--- src/design/kdkf_pkg.sv ---
// Shared constants and types for the keypad debounce and key queue unit.
// No dependencies; imported by the controller, the datapath and the top level.
package kdkf_pkg;

  localparam int unsigned CNT_W  = 8;
  localparam int unsigned CODE_W = 4;
  localparam int unsigned WAIT_W = 4;
  localparam int unsigned ROW_W  = 2;
  localparam int unsigned COL_W  = 2;

  localparam logic [CNT_W-1:0]  COUNTER_MAX  = 8'd255;
  localparam logic [CNT_W-1:0]  STABLE_RESET = 8'd4;
  localparam logic [WAIT_W-1:0] WAIT_MAX     = 4'd15;

  localparam int unsigned IN_DATA_W  = 8;
  localparam int unsigned OUT_DATA_W = 16;

  localparam logic OP_SAMPLE = 1'b0;
  localparam logic OP_POP    = 1'b1;

  typedef struct packed {
    logic capture;
    logic commit;
  } kdkf_cmd_t;

  typedef struct packed {
    logic out_free;
  } kdkf_status_t;

endpackage

--- src/design/kdkf_ram.sv ---
// Generic single-write, single-read RAM with registered read data.
// No dependencies.
module kdkf_ram #(
  parameter int unsigned WIDTH = 8,
  parameter int unsigned DEPTH = 16,
  parameter int unsigned AW    = (DEPTH > 1) ? $clog2(DEPTH) : 1
) (
  input  logic             clk_i,
  input  logic             we_i,
  input  logic [AW-1:0]    waddr_i,
  input  logic [WIDTH-1:0] wdata_i,
  input  logic             re_i,
  input  logic [AW-1:0]    raddr_i,
  output logic [WIDTH-1:0] rdata_o
);

  logic [WIDTH-1:0] mem_q [DEPTH];
  logic [WIDTH-1:0] rdata_q;

  always_ff @(posedge clk_i) begin
    if (we_i) begin
      mem_q[waddr_i] <= wdata_i;
    end
    if (re_i) begin
      rdata_q <= mem_q[raddr_i];
    end
  end

  assign rdata_o = rdata_q;

endmodule

--- src/design/kdkf_ctrl.sv ---
// Controller: two-state sequencer that accepts a request, then commits it.
// Depends on kdkf_pkg.
module kdkf_ctrl (
  input  logic                  clk_i,
  input  logic                  rst_ni,
  input  logic                  in_valid_i,
  input  kdkf_pkg::kdkf_status_t status_i,
  output logic                  in_ready_o,
  output kdkf_pkg::kdkf_cmd_t   cmd_o
);
  import kdkf_pkg::*;

  typedef enum logic {
    ST_IDLE,
    ST_EXEC
  } state_e;

  state_e state_q;
  logic   ready_q;

  assign cmd_o.capture = in_valid_i && ready_q;
  assign cmd_o.commit  = (state_q == ST_EXEC) && status_i.out_free;
  assign in_ready_o    = ready_q;

  always_ff @(posedge clk_i or negedge rst_ni) begin
    if (!rst_ni) begin
      state_q <= ST_IDLE;
      ready_q <= 1'b1;
    end else begin
      unique case (state_q)
        ST_IDLE: begin
          if (cmd_o.capture) begin
            state_q <= ST_EXEC;
            ready_q <= 1'b0;
          end
        end
        ST_EXEC: begin
          if (cmd_o.commit) begin
            state_q <= ST_IDLE;
            ready_q <= 1'b1;
          end
        end
        default: begin
          state_q <= ST_IDLE;
          ready_q <= 1'b1;
        end
      endcase
    end
  end

  a_ready_only_idle: assert property (@(posedge clk_i) disable iff (!rst_ni)
    ready_q |-> state_q == ST_IDLE) else $error("ready outside idle");
  a_capture_then_busy: assert property (@(posedge clk_i) disable iff (!rst_ni)
    cmd_o.capture |=> !ready_q && state_q == ST_EXEC) else $error("capture not held");
  a_wait_for_slot: assert property (@(posedge clk_i) disable iff (!rst_ni)
    state_q == ST_EXEC && !status_i.out_free |=> state_q == ST_EXEC)
    else $error("left exec without output slot");

endmodule

--- src/design/kdkf_datapath.sv ---
// Datapath: request registers, press counter RAM with valid bits, key queue RAM,
// ring pointers, threshold register and output register. Depends on kdkf_pkg, kdkf_ram.
module kdkf_datapath #(
  parameter int unsigned ROWS        = 4,
  parameter int unsigned COLS        = 4,
  parameter int unsigned QUEUE_DEPTH = 16
) (
  input  logic                              clk_i,
  input  logic                              rst_ni,
  input  kdkf_pkg::kdkf_cmd_t               cmd_i,
  output kdkf_pkg::kdkf_status_t            status_o,
  input  logic                              cfg_we_i,
  input  logic [kdkf_pkg::CNT_W-1:0]        cfg_wdata_i,
  input  logic                              opcode_i,
  input  logic [kdkf_pkg::ROW_W-1:0]        row_i,
  input  logic [kdkf_pkg::COL_W-1:0]        col_i,
  input  logic                              level_i,
  input  logic                              out_ready_i,
  output logic                              out_valid_o,
  output logic [kdkf_pkg::OUT_DATA_W-1:0]   out_data_o
);
  import kdkf_pkg::*;

  localparam int unsigned KEY_COUNT = ROWS * COLS;
  localparam int unsigned IDX_W     = (KEY_COUNT > 1) ? $clog2(KEY_COUNT) : 1;
  localparam int unsigned FULL_W    = $clog2(4 * COLS) + 1;
  localparam int unsigned RC_W      = 5;
  localparam int unsigned PW        = $clog2(QUEUE_DEPTH);
  localparam int unsigned FW        = PW + 1;
  localparam logic [PW-1:0] PTR_LAST = PW'(QUEUE_DEPTH - 1);

  // request capture
  logic [FULL_W-1:0] full_idx;
  logic              in_range;
  logic              op_q, level_q, in_range_q, hit_q;
  logic [IDX_W-1:0]  idx_q;
  logic [CODE_W-1:0] code_in_q;

  assign full_idx = FULL_W'(row_i) * FULL_W'(COLS) + FULL_W'(col_i);
  assign in_range = (RC_W'(row_i) < RC_W'(ROWS)) && (RC_W'(col_i) < RC_W'(COLS));

  logic [KEY_COUNT-1:0] cnt_vld_q;
  logic [CNT_W-1:0]     stable_q;
  logic [PW-1:0]        rd_ptr_q, wr_ptr_q, rd_ptr_d, wr_ptr_d;
  logic                 out_valid_q;
  logic [OUT_DATA_W-1:0] out_data_q;

  always_ff @(posedge clk_i) begin
    if (cmd_i.capture) begin
      op_q       <= opcode_i;
      level_q    <= level_i;
      in_range_q <= in_range;
      idx_q      <= IDX_W'(full_idx);
      code_in_q  <= CODE_W'(full_idx);
      hit_q      <= in_range && cnt_vld_q[IDX_W'(full_idx)];
    end
  end

  // storage
  logic             cnt_we;
  logic [CNT_W-1:0] cnt_wdata, cnt_rdata;
  logic             q_push;
  logic [CODE_W-1:0] q_rdata;

  kdkf_ram #(.WIDTH(CNT_W), .DEPTH(KEY_COUNT), .AW(IDX_W)) u_cnt_ram (
    .clk_i   (clk_i),
    .we_i    (cnt_we && cmd_i.commit),
    .waddr_i (idx_q),
    .wdata_i (cnt_wdata),
    .re_i    (cmd_i.capture),
    .raddr_i (IDX_W'(full_idx)),
    .rdata_o (cnt_rdata)
  );

  kdkf_ram #(.WIDTH(CODE_W), .DEPTH(QUEUE_DEPTH), .AW(PW)) u_queue_ram (
    .clk_i   (clk_i),
    .we_i    (q_push && cmd_i.commit),
    .waddr_i (wr_ptr_q),
    .wdata_i (code_in_q),
    .re_i    (cmd_i.capture),
    .raddr_i (rd_ptr_q),
    .rdata_o (q_rdata)
  );

  // execute
  logic [CNT_W-1:0]  cnt_cur, cnt_inc;
  logic [PW-1:0]     rd_next, wr_next;
  logic              key_valid, dropped;
  logic [CODE_W-1:0] key_code;
  logic [FW-1:0]     fill;
  logic [WAIT_W-1:0] waiting;

  assign cnt_cur = hit_q ? cnt_rdata : '0;
  assign cnt_inc = cnt_cur + CNT_W'(1);
  assign rd_next = (rd_ptr_q == PTR_LAST) ? '0 : rd_ptr_q + PW'(1);
  assign wr_next = (wr_ptr_q == PTR_LAST) ? '0 : wr_ptr_q + PW'(1);

  always_comb begin
    cnt_we    = 1'b0;
    cnt_wdata = '0;
    q_push    = 1'b0;
    dropped   = 1'b0;
    key_valid = 1'b0;
    key_code  = '0;
    rd_ptr_d  = rd_ptr_q;
    wr_ptr_d  = wr_ptr_q;
    if (op_q == OP_POP) begin
      if (rd_ptr_q != wr_ptr_q) begin
        key_valid = 1'b1;
        key_code  = q_rdata;
        rd_ptr_d  = rd_next;
      end
    end else if (in_range_q) begin
      if (!level_q) begin
        if (cnt_cur != COUNTER_MAX) begin
          cnt_we    = 1'b1;
          cnt_wdata = cnt_inc;
          if (cnt_inc == stable_q) begin
            if (wr_next != rd_ptr_q) begin
              q_push   = 1'b1;
              wr_ptr_d = wr_next;
            end else begin
              dropped = 1'b1;
            end
          end
        end
      end else begin
        cnt_we = 1'b1;
      end
    end
  end

  always_comb begin
    if (wr_ptr_d >= rd_ptr_d) begin
      fill = FW'(wr_ptr_d) - FW'(rd_ptr_d);
    end else begin
      fill = FW'(wr_ptr_d) + FW'(QUEUE_DEPTH) - FW'(rd_ptr_d);
    end
  end

  assign waiting = (FW'(fill) > FW'(WAIT_MAX)) ? WAIT_MAX : WAIT_W'(fill);

  // control state
  always_ff @(posedge clk_i or negedge rst_ni) begin
    if (!rst_ni) begin
      cnt_vld_q   <= '0;
      stable_q    <= STABLE_RESET;
      rd_ptr_q    <= '0;
      wr_ptr_q    <= '0;
      out_valid_q <= 1'b0;
    end else begin
      if (cfg_we_i) begin
        stable_q <= cfg_wdata_i;
      end
      if (cmd_i.commit) begin
        rd_ptr_q    <= rd_ptr_d;
        wr_ptr_q    <= wr_ptr_d;
        out_valid_q <= 1'b1;
        if (cnt_we) begin
          cnt_vld_q[idx_q] <= 1'b1;
        end
      end else if (out_ready_i) begin
        out_valid_q <= 1'b0;
      end
    end
  end

  always_ff @(posedge clk_i) begin
    if (cmd_i.commit) begin
      out_data_q <= {(OUT_DATA_W - WAIT_W - CODE_W - 3)'(0), waiting, dropped,
                     q_push, key_code, key_valid};
    end
  end

  assign status_o.out_free = !out_valid_q || out_ready_i;
  assign out_valid_o       = out_valid_q;
  assign out_data_o        = out_data_q;

  a_push_nonempty: assert property (@(posedge clk_i) disable iff (!rst_ni)
    cmd_i.commit && q_push |=> wr_ptr_q != rd_ptr_q) else $error("push left queue empty");
  a_ptr_hold: assert property (@(posedge clk_i) disable iff (!rst_ni)
    !cmd_i.commit |=> rd_ptr_q == $past(rd_ptr_q) && wr_ptr_q == $past(wr_ptr_q))
    else $error("pointer moved without commit");
  a_commit_shows: assert property (@(posedge clk_i) disable iff (!rst_ni)
    cmd_i.commit |=> out_valid_q) else $error("committed result not shown");
  a_pop_advances: assert property (@(posedge clk_i) disable iff (!rst_ni)
    cmd_i.commit && key_valid |=> rd_ptr_q != $past(rd_ptr_q))
    else $error("pop did not advance");

endmodule

--- src/design/keypad_debounce_key_fifo_unit.sv ---
// Keypad debounce with key queue: one request (key sample or pop) yields one result.
// Accepting a request reads the counter and queue RAMs; execute then commits the result
// to the output register once the output slot is free. A new request is not taken until
// the last one is committed; a waiting result holds execute and stalls intake.
// Reset: counters read as zero through per-key valid bits, queue empty, threshold 4.
// Depends on kdkf_pkg, kdkf_ctrl, kdkf_datapath, kdkf_ram.
module keypad_debounce_key_fifo_unit #(
  parameter int unsigned ROWS        = 4,
  parameter int unsigned COLS        = 4,
  parameter int unsigned QUEUE_DEPTH = 16
) (
  input  logic                              clk_i,
  input  logic                              rst_ni,
  input  logic                              cfg_we_i,
  input  logic [kdkf_pkg::CNT_W-1:0]        cfg_wdata_i,
  input  logic                              s_axis_tvalid,
  output logic                              s_axis_tready,
  // row_index[1:0], col_index[3:2], pin_level[4], zero fill
  input  logic [kdkf_pkg::IN_DATA_W-1:0]    s_axis_tdata,
  // opcode[0]
  input  logic                              s_axis_tuser,
  output logic                              m_axis_tvalid,
  input  logic                              m_axis_tready,
  // key_valid[0], key_code[4:1], queued[5], dropped[6], waiting_count[10:7], zero fill
  output logic [kdkf_pkg::OUT_DATA_W-1:0]   m_axis_tdata
);
  import kdkf_pkg::*;

  kdkf_cmd_t    cmd;
  kdkf_status_t status;

  kdkf_ctrl u_ctrl (
    .clk_i      (clk_i),
    .rst_ni     (rst_ni),
    .in_valid_i (s_axis_tvalid),
    .status_i   (status),
    .in_ready_o (s_axis_tready),
    .cmd_o      (cmd)
  );

  kdkf_datapath #(
    .ROWS        (ROWS),
    .COLS        (COLS),
    .QUEUE_DEPTH (QUEUE_DEPTH)
  ) u_datapath (
    .clk_i       (clk_i),
    .rst_ni      (rst_ni),
    .cmd_i       (cmd),
    .status_o    (status),
    .cfg_we_i    (cfg_we_i),
    .cfg_wdata_i (cfg_wdata_i),
    .opcode_i    (s_axis_tuser),
    .row_i       (s_axis_tdata[1:0]),
    .col_i       (s_axis_tdata[3:2]),
    .level_i     (s_axis_tdata[4]),
    .out_ready_i (m_axis_tready),
    .out_valid_o (m_axis_tvalid),
    .out_data_o  (m_axis_tdata)
  );

endmodule
--- config.mk ---
export PLATFORM = sky130hd
export DESIGN_NAME = keypad_debounce_key_fifo_unit
export DESIGN_NICKNAME = d
export VERILOG_FILES = /design/src/design/kdkf_pkg.sv /design/src/design/kdkf_ram.sv /design/src/design/kdkf_ctrl.sv /design/src/design/kdkf_datapath.sv /design/src/design/keypad_debounce_key_fifo_unit.sv
export SDC_FILE = /design/constraint.sdc
export NUM_CORES = 1
export LEC_CHECK = 0
export BUFFER_PORTS_ARGS = -buffer_cell sky130_fd_sc_hd__buf_2
export CORE_MARGIN = 4
export CORE_UTILIZATION = 50
export DETAILED_ROUTE_END_ITERATION = 8
export GPL_TIMING_DRIVEN = 0
export PLACE_DENSITY = 0.78
export SYNTH_ARGS = -nofsm -noshare
export SYNTH_HDL_FRONTEND = slang
export SYNTH_SLANG_ARGS = --single-unit
--- constraint.sdc ---
create_clock -name clk_i -period 5.3 [get_ports clk_i]
set_clock_uncertainty 0.1 [all_clocks]
set_input_delay 0.265 -clock clk_i [delete_from_list [all_inputs] [get_ports clk_i]]
set_output_delay 0.265 -clock clk_i [all_outputs]
set_load 0.03 [all_outputs]
==> results.tsv <==
stage	metric	value	unit
clocking	cts_setup_buffers	0	
layout	area_delta_synth_final	15.1	%
global_route	antenna_found_initial	0	
detailed_routing	viasPerCell	5.94	
place	dpl_cell_area	11400	um^2
clocking	clock-sinks	257	
pwr	combPwrFrac	2.6	%
layout	fillers	1460	
min_path	holdCritStartpoint	cfg_we_i	
setup_path	cp_cell_sequence	ha_1 > buf_1 > inv_1 > a311o_1 > xnor2_1 > o2111a_1 > nor3_2 > mux2_2 > ha_1 > nor2b_1 > o21ai_0 > nand3b_1 > xnor2_1 > nand3b_1 > nand2_1	
synthesis	yosys.area_share.simple	7.47	%
min_path	whs_path_depth	3	
pwr	cellPowerDensity	338	nW/um^2
setup_path	cp-start-kind	flip-flop	
global_route	grt-ovfl-total	0	
clocking	htree_levels	1	
layout	design_area	12500	um^2
synthesis	synthDistinctLibCells	59	
synthesis	synthAdderAreaFrac	1.23	%
synthesis	ys_seq_area_share	69.7	%
setup_path	crit_family	simple AND/OR/NAND/NOR gates	
sta	tns	0	ns
setup_path	crit_slowest_cell	dfrtp_1	
setup_path	end_kind	flip-flop	
floorplanning	io_pins	40	
clocking	cts.clk_slew.worst_paths	0.06	ns
synthesis	synth_compound_area_share	2.32	%
global_route	grt_max_degree	36	
sta	hold_viol	0	
detailed_routing	avgRoutedWirePerCell	23.3	um
setup_path	crit_required	5.46	ns
run	timing.max_cap.violations	0	
sta	relSlewSlack	10.5	%
pwr	p_sw	792	uW
synthesis	yosysWarnings	0	
detailed_routing	initialDrtViolationCount	498	
setup_path	critPathKind	reg2reg	
synthesis	synth-main-ff-cell	edfxtp_1	
setup_path	rr_worst_depth	15	
min_path	hp-class	in2reg	
global_route	track_usage	19.1	%
setup_path	r2r-start	u_datapath.wr_ptr_q[1]	
floorplanning	initial_core_util	51.2	%
sta	worst_slew_pin_slew	1.33	ns
clocking	cts_buffers	24	
floorplanning	die_area	24100	um^2
sta	fin_crit	4.31	ns
sta	setup-violations-final	0	
pwr	pwr-share-seq	51.8	%
min_path	min_to	u_datapath.stable_q[5]	
place	io_buffers	30	
setup_path	cp_num_buf_inv	2	
global_route	grt_pass1_wl	35500	um
pwr	p_sw_share	18.8	%
sta	grt_setup_unrepaired	no	
synthesis	syn_inst	590	
setup_path	crit_path_max_fanout	9	
run_status	outcome	complete, no violations	
layout	n_antenna_cell	0	
synthesis	netlist_area	10800	um^2
layout	nNetsFinal	702	
detailed_routing	vias	5723	
sta	max_freq	0.232	GHz
pwr	leakage	0.00439	uW
place	dp_hpwl	14600	um
sta	fin_crit_sh	81.4	%
setup_path	rrSetupSlack	0.99	ns
floorplanning	fp.dieW	155	um
pwr	clockPowerShare	45.6	%
floorplanning	coreArea	21200	um^2
floorplanning	chipHeight	155	um
pwr	vdd_drop_max	374	uV
synthesis	ys_ff_latch	257	
place	gp_congestion	0.839	
detailed_routing	drt-total-wl	22400	um
clocking	clk_path_buf_depth	3	
setup_path	cpPeakStageDelay	0.52	ns
synthesis	synth.mux.area_fraction	15.3	%
global_route	grt_pass1_vias	6013	
detailed_routing	drc	0	
layout	layout-drive-gt1-share	27.8	%
clocking	cts_tree	yes	
detailed_routing	postRouteAntennaNets	0	
synthesis	synth.avg_cell_area	18.4	um^2
setup_path	critPathArrivalTime	4.47	ns
setup_path	rr_endpoint	u_datapath.out_data_o[8]	
synthesis	asyncSetResetFlopFracSynth	13.6	%
floorplanning	num_rows	53	
clocking	root_buffer	clkbuf_16	
setup_path	crit_path_start	u_datapath.wr_ptr_q[1]	
sta	final_max_slew_viol_count	0	
synthesis	synth_edf_count	222	
pwr	p_int	3420	uW
synthesis	synth_xor_area_share	1.78	%
clocking	cts-resized-gates	0	
synthesis	synth_top_family_by_area	multiplexers	
detailed_routing	first_pass_iters	6	
clocking	clk_latency	0.52	ns
==> per-stage QoR <==
| step | setup WS (ns) | total power (uW) | utilization, % | std cells | hold WS (ns) |
|---|---|---|---|---|---|
| CTS | 1.00 | 4230 | 58.9 | 963 | 0.107 |
| finish | 0.986 | 4210 | 58.9 | 963 | 0.111 |
| global route | 0.635 | 4330 | 58.9 | 963 | 0.135 |
| detailed placement | 1.09 | 2320 | 53.8 | 902 | 0.328 |
| global placement | 1.19 | 2320 | 53.6 | 899 | 0.304 |
| floorplan | 1.63 | 2290 | - | 594 | -0.131 |
==> layout by cell type (no fill, tap or decap), types with 3 or more instances in the layout <==
cell / instances
edfxtp_1: 222
mux4_2: 65
buf_2: 36
dfrtp_1: 33
nand2_1: 26
nor2_1: 24
clkbuf_16: 24
dlygate4sd3_1: 17
clkbuf_1: 16
and3_1: 13
or2_2: 13
inv_1: 13
xnor2_1: 13
xor2_1: 9
o21ai_0: 9
mux2_2: 9
ha_1: 9
and2_1: 7
nand2b_1: 7
buf_1: 7
buf_4: 7
bufinv_16: 7
or3_1: 5
nor2b_1: 5
a21oi_1: 5
buf_6: 5
mux2i_1: 5
conb_1: 5
nor3_2: 4
and4_1: 4
or2_1: 4
nand3_1: 4
nand3b_1: 4
mux2_4: 3
nand4_1: 3
clkinv_1: 3
clkinv_2: 3
==> routing by layer <==
metal	share of wire, %	vias to the layer above	global-route usage, %
li1	-	2486	-
met1	38	2981	25.1
met2	53	206	34.2
met3	5.2	50	2.06
met4	2.9	0	4.71
met5	0	-	0
==> Yosys cell counts, types with 2 or more instances <==
cell type	number	area, um^2
o21ai_0	9	45.0
or3_1	5	31.3
nor2b_1	5	31.3
and2_1	7	43.8
nor3_1	5	25.0
nor2_1	24	90.1
mux2_2	9	101
dfstp_2	2	52.6
nand3b_1	4	30.0
xor2_1	9	78.8
or2_1	4	25.0
inv_1	13	48.8
buf_4	6	45.0
nor4_4	2	42.5
nand2b_1	7	43.8
mux2_4	3	45.0
a211oi_1	2	15.0
a31oi_1	2	12.5
nand2_1	26	97.6
mux4_2	65	1460
buf_1	7	26.3
mux2i_1	5	50.1
nor4_1	2	12.5
nand3_1	4	20.0
buf_2	6	30.0
and3_1	13	81.3
edfxtp_1	222	6670
dfrtp_1	33	826
xnor2_1	13	114
nand4_1	3	18.8
o2111a_1	2	22.5
ha_1	9	113
a311oi_1	2	17.5
and4_4	2	22.5
clkbuf_1	13	48.8
a21oi_1	5	25.0
buf_6	3	33.8
or2_2	13	81.3
and4_1	4	35.0
==> registers in the layout, indices dropped and copies added (netlist names), 4 cells and up <==
register / flops
u_datapath.cnt_vld_q: 16
u_datapath.u_cnt_ram.mem_q: 128
u_datapath.stable_q: 8
u_datapath.code_in_q: 4
u_datapath.out_data_o: 11
u_datapath.u_queue_ram.mem_q: 64
u_datapath.wr_ptr_q: 4
u_datapath.u_queue_ram.rdata_o: 4
u_datapath.u_cnt_ram.rdata_o: 8
u_datapath.rd_ptr_q: 4
==> worst register-to-register path, stage by stage (launching register included) <==
cell and delay [ns]:
dfrtp_1 0.52, ha_1 0.21, buf_1 0.33, inv_1 0.12
a311o_1 0.38, xnor2_1 0.14, o2111a_1 0.25, nor3_2 0.44
mux2_2 0.40, ha_1 0.29, nor2b_1 0.13, o21ai_0 0.23
nand3b_1 0.14, xnor2_1 0.15, nand3b_1 0.15, nand2_1 0.09
==> worst max-delay path by stage <==
stage | end | slack (ns) | cells past startpoint
floorplan | u_datapath.out_data_o[7] | 1.63 | 15
global placement | u_datapath.out_data_o[7] | 1.19 | 15
detailed placement | u_datapath.out_data_o[8] | 1.09 | 15
CTS | u_datapath.out_data_o[8] | 1.00 | 15
global route | u_datapath.out_data_o[8] | 0.64 | 15
finish | u_datapath.out_data_o[8] | 0.99 | 15
==> power groups by stage <==
stage                     clock (uW)  sequential, uW  combinational [uW]
after global placement             0            2230                95.9
after detailed placement           0            2230                98.9
final                           1920            2180                 109
after floorplan                    0            2220                69.9
after global routing            2030            2180                 118
after CTS                       1930            2180                 110
==> kinds of logic (layout without fill, tap and decap cells) <==
logic type	count (synthesis)	after routing
flip-flops	257	257
AND/OR/NAND/NOR	137	137
multiplexers	82	82
buffers and inverters	48	142
AO/OA/AOI/OAI	33	33
XOR/XNOR	22	22
adder cells (fa/ha/maj)	10	10
other	1	5
==> layout make-up <==
class | count | area (um^2) | share of cell area, %
sequential | 257 | 7540 | 60.5
multi-input combinational | 289 | 3100 | 24.8
clock buffer | 28 | 626 | 5.02
timing repair buffer | 50 | 350 | 2.81
tap | 275 | 344 | 2.76
clock inverter | 16 | 268 | 2.15
buffer | 35 | 184 | 1.48
inverter | 13 | 48.8 | 0.392
==> repair_timing <==
action,CTS,global route
hold buffers,17,0
hold endpoints to repair,49,0
setup endpoints to repair,0,0
Note: power is estimated with default switching activity, not from simulation.
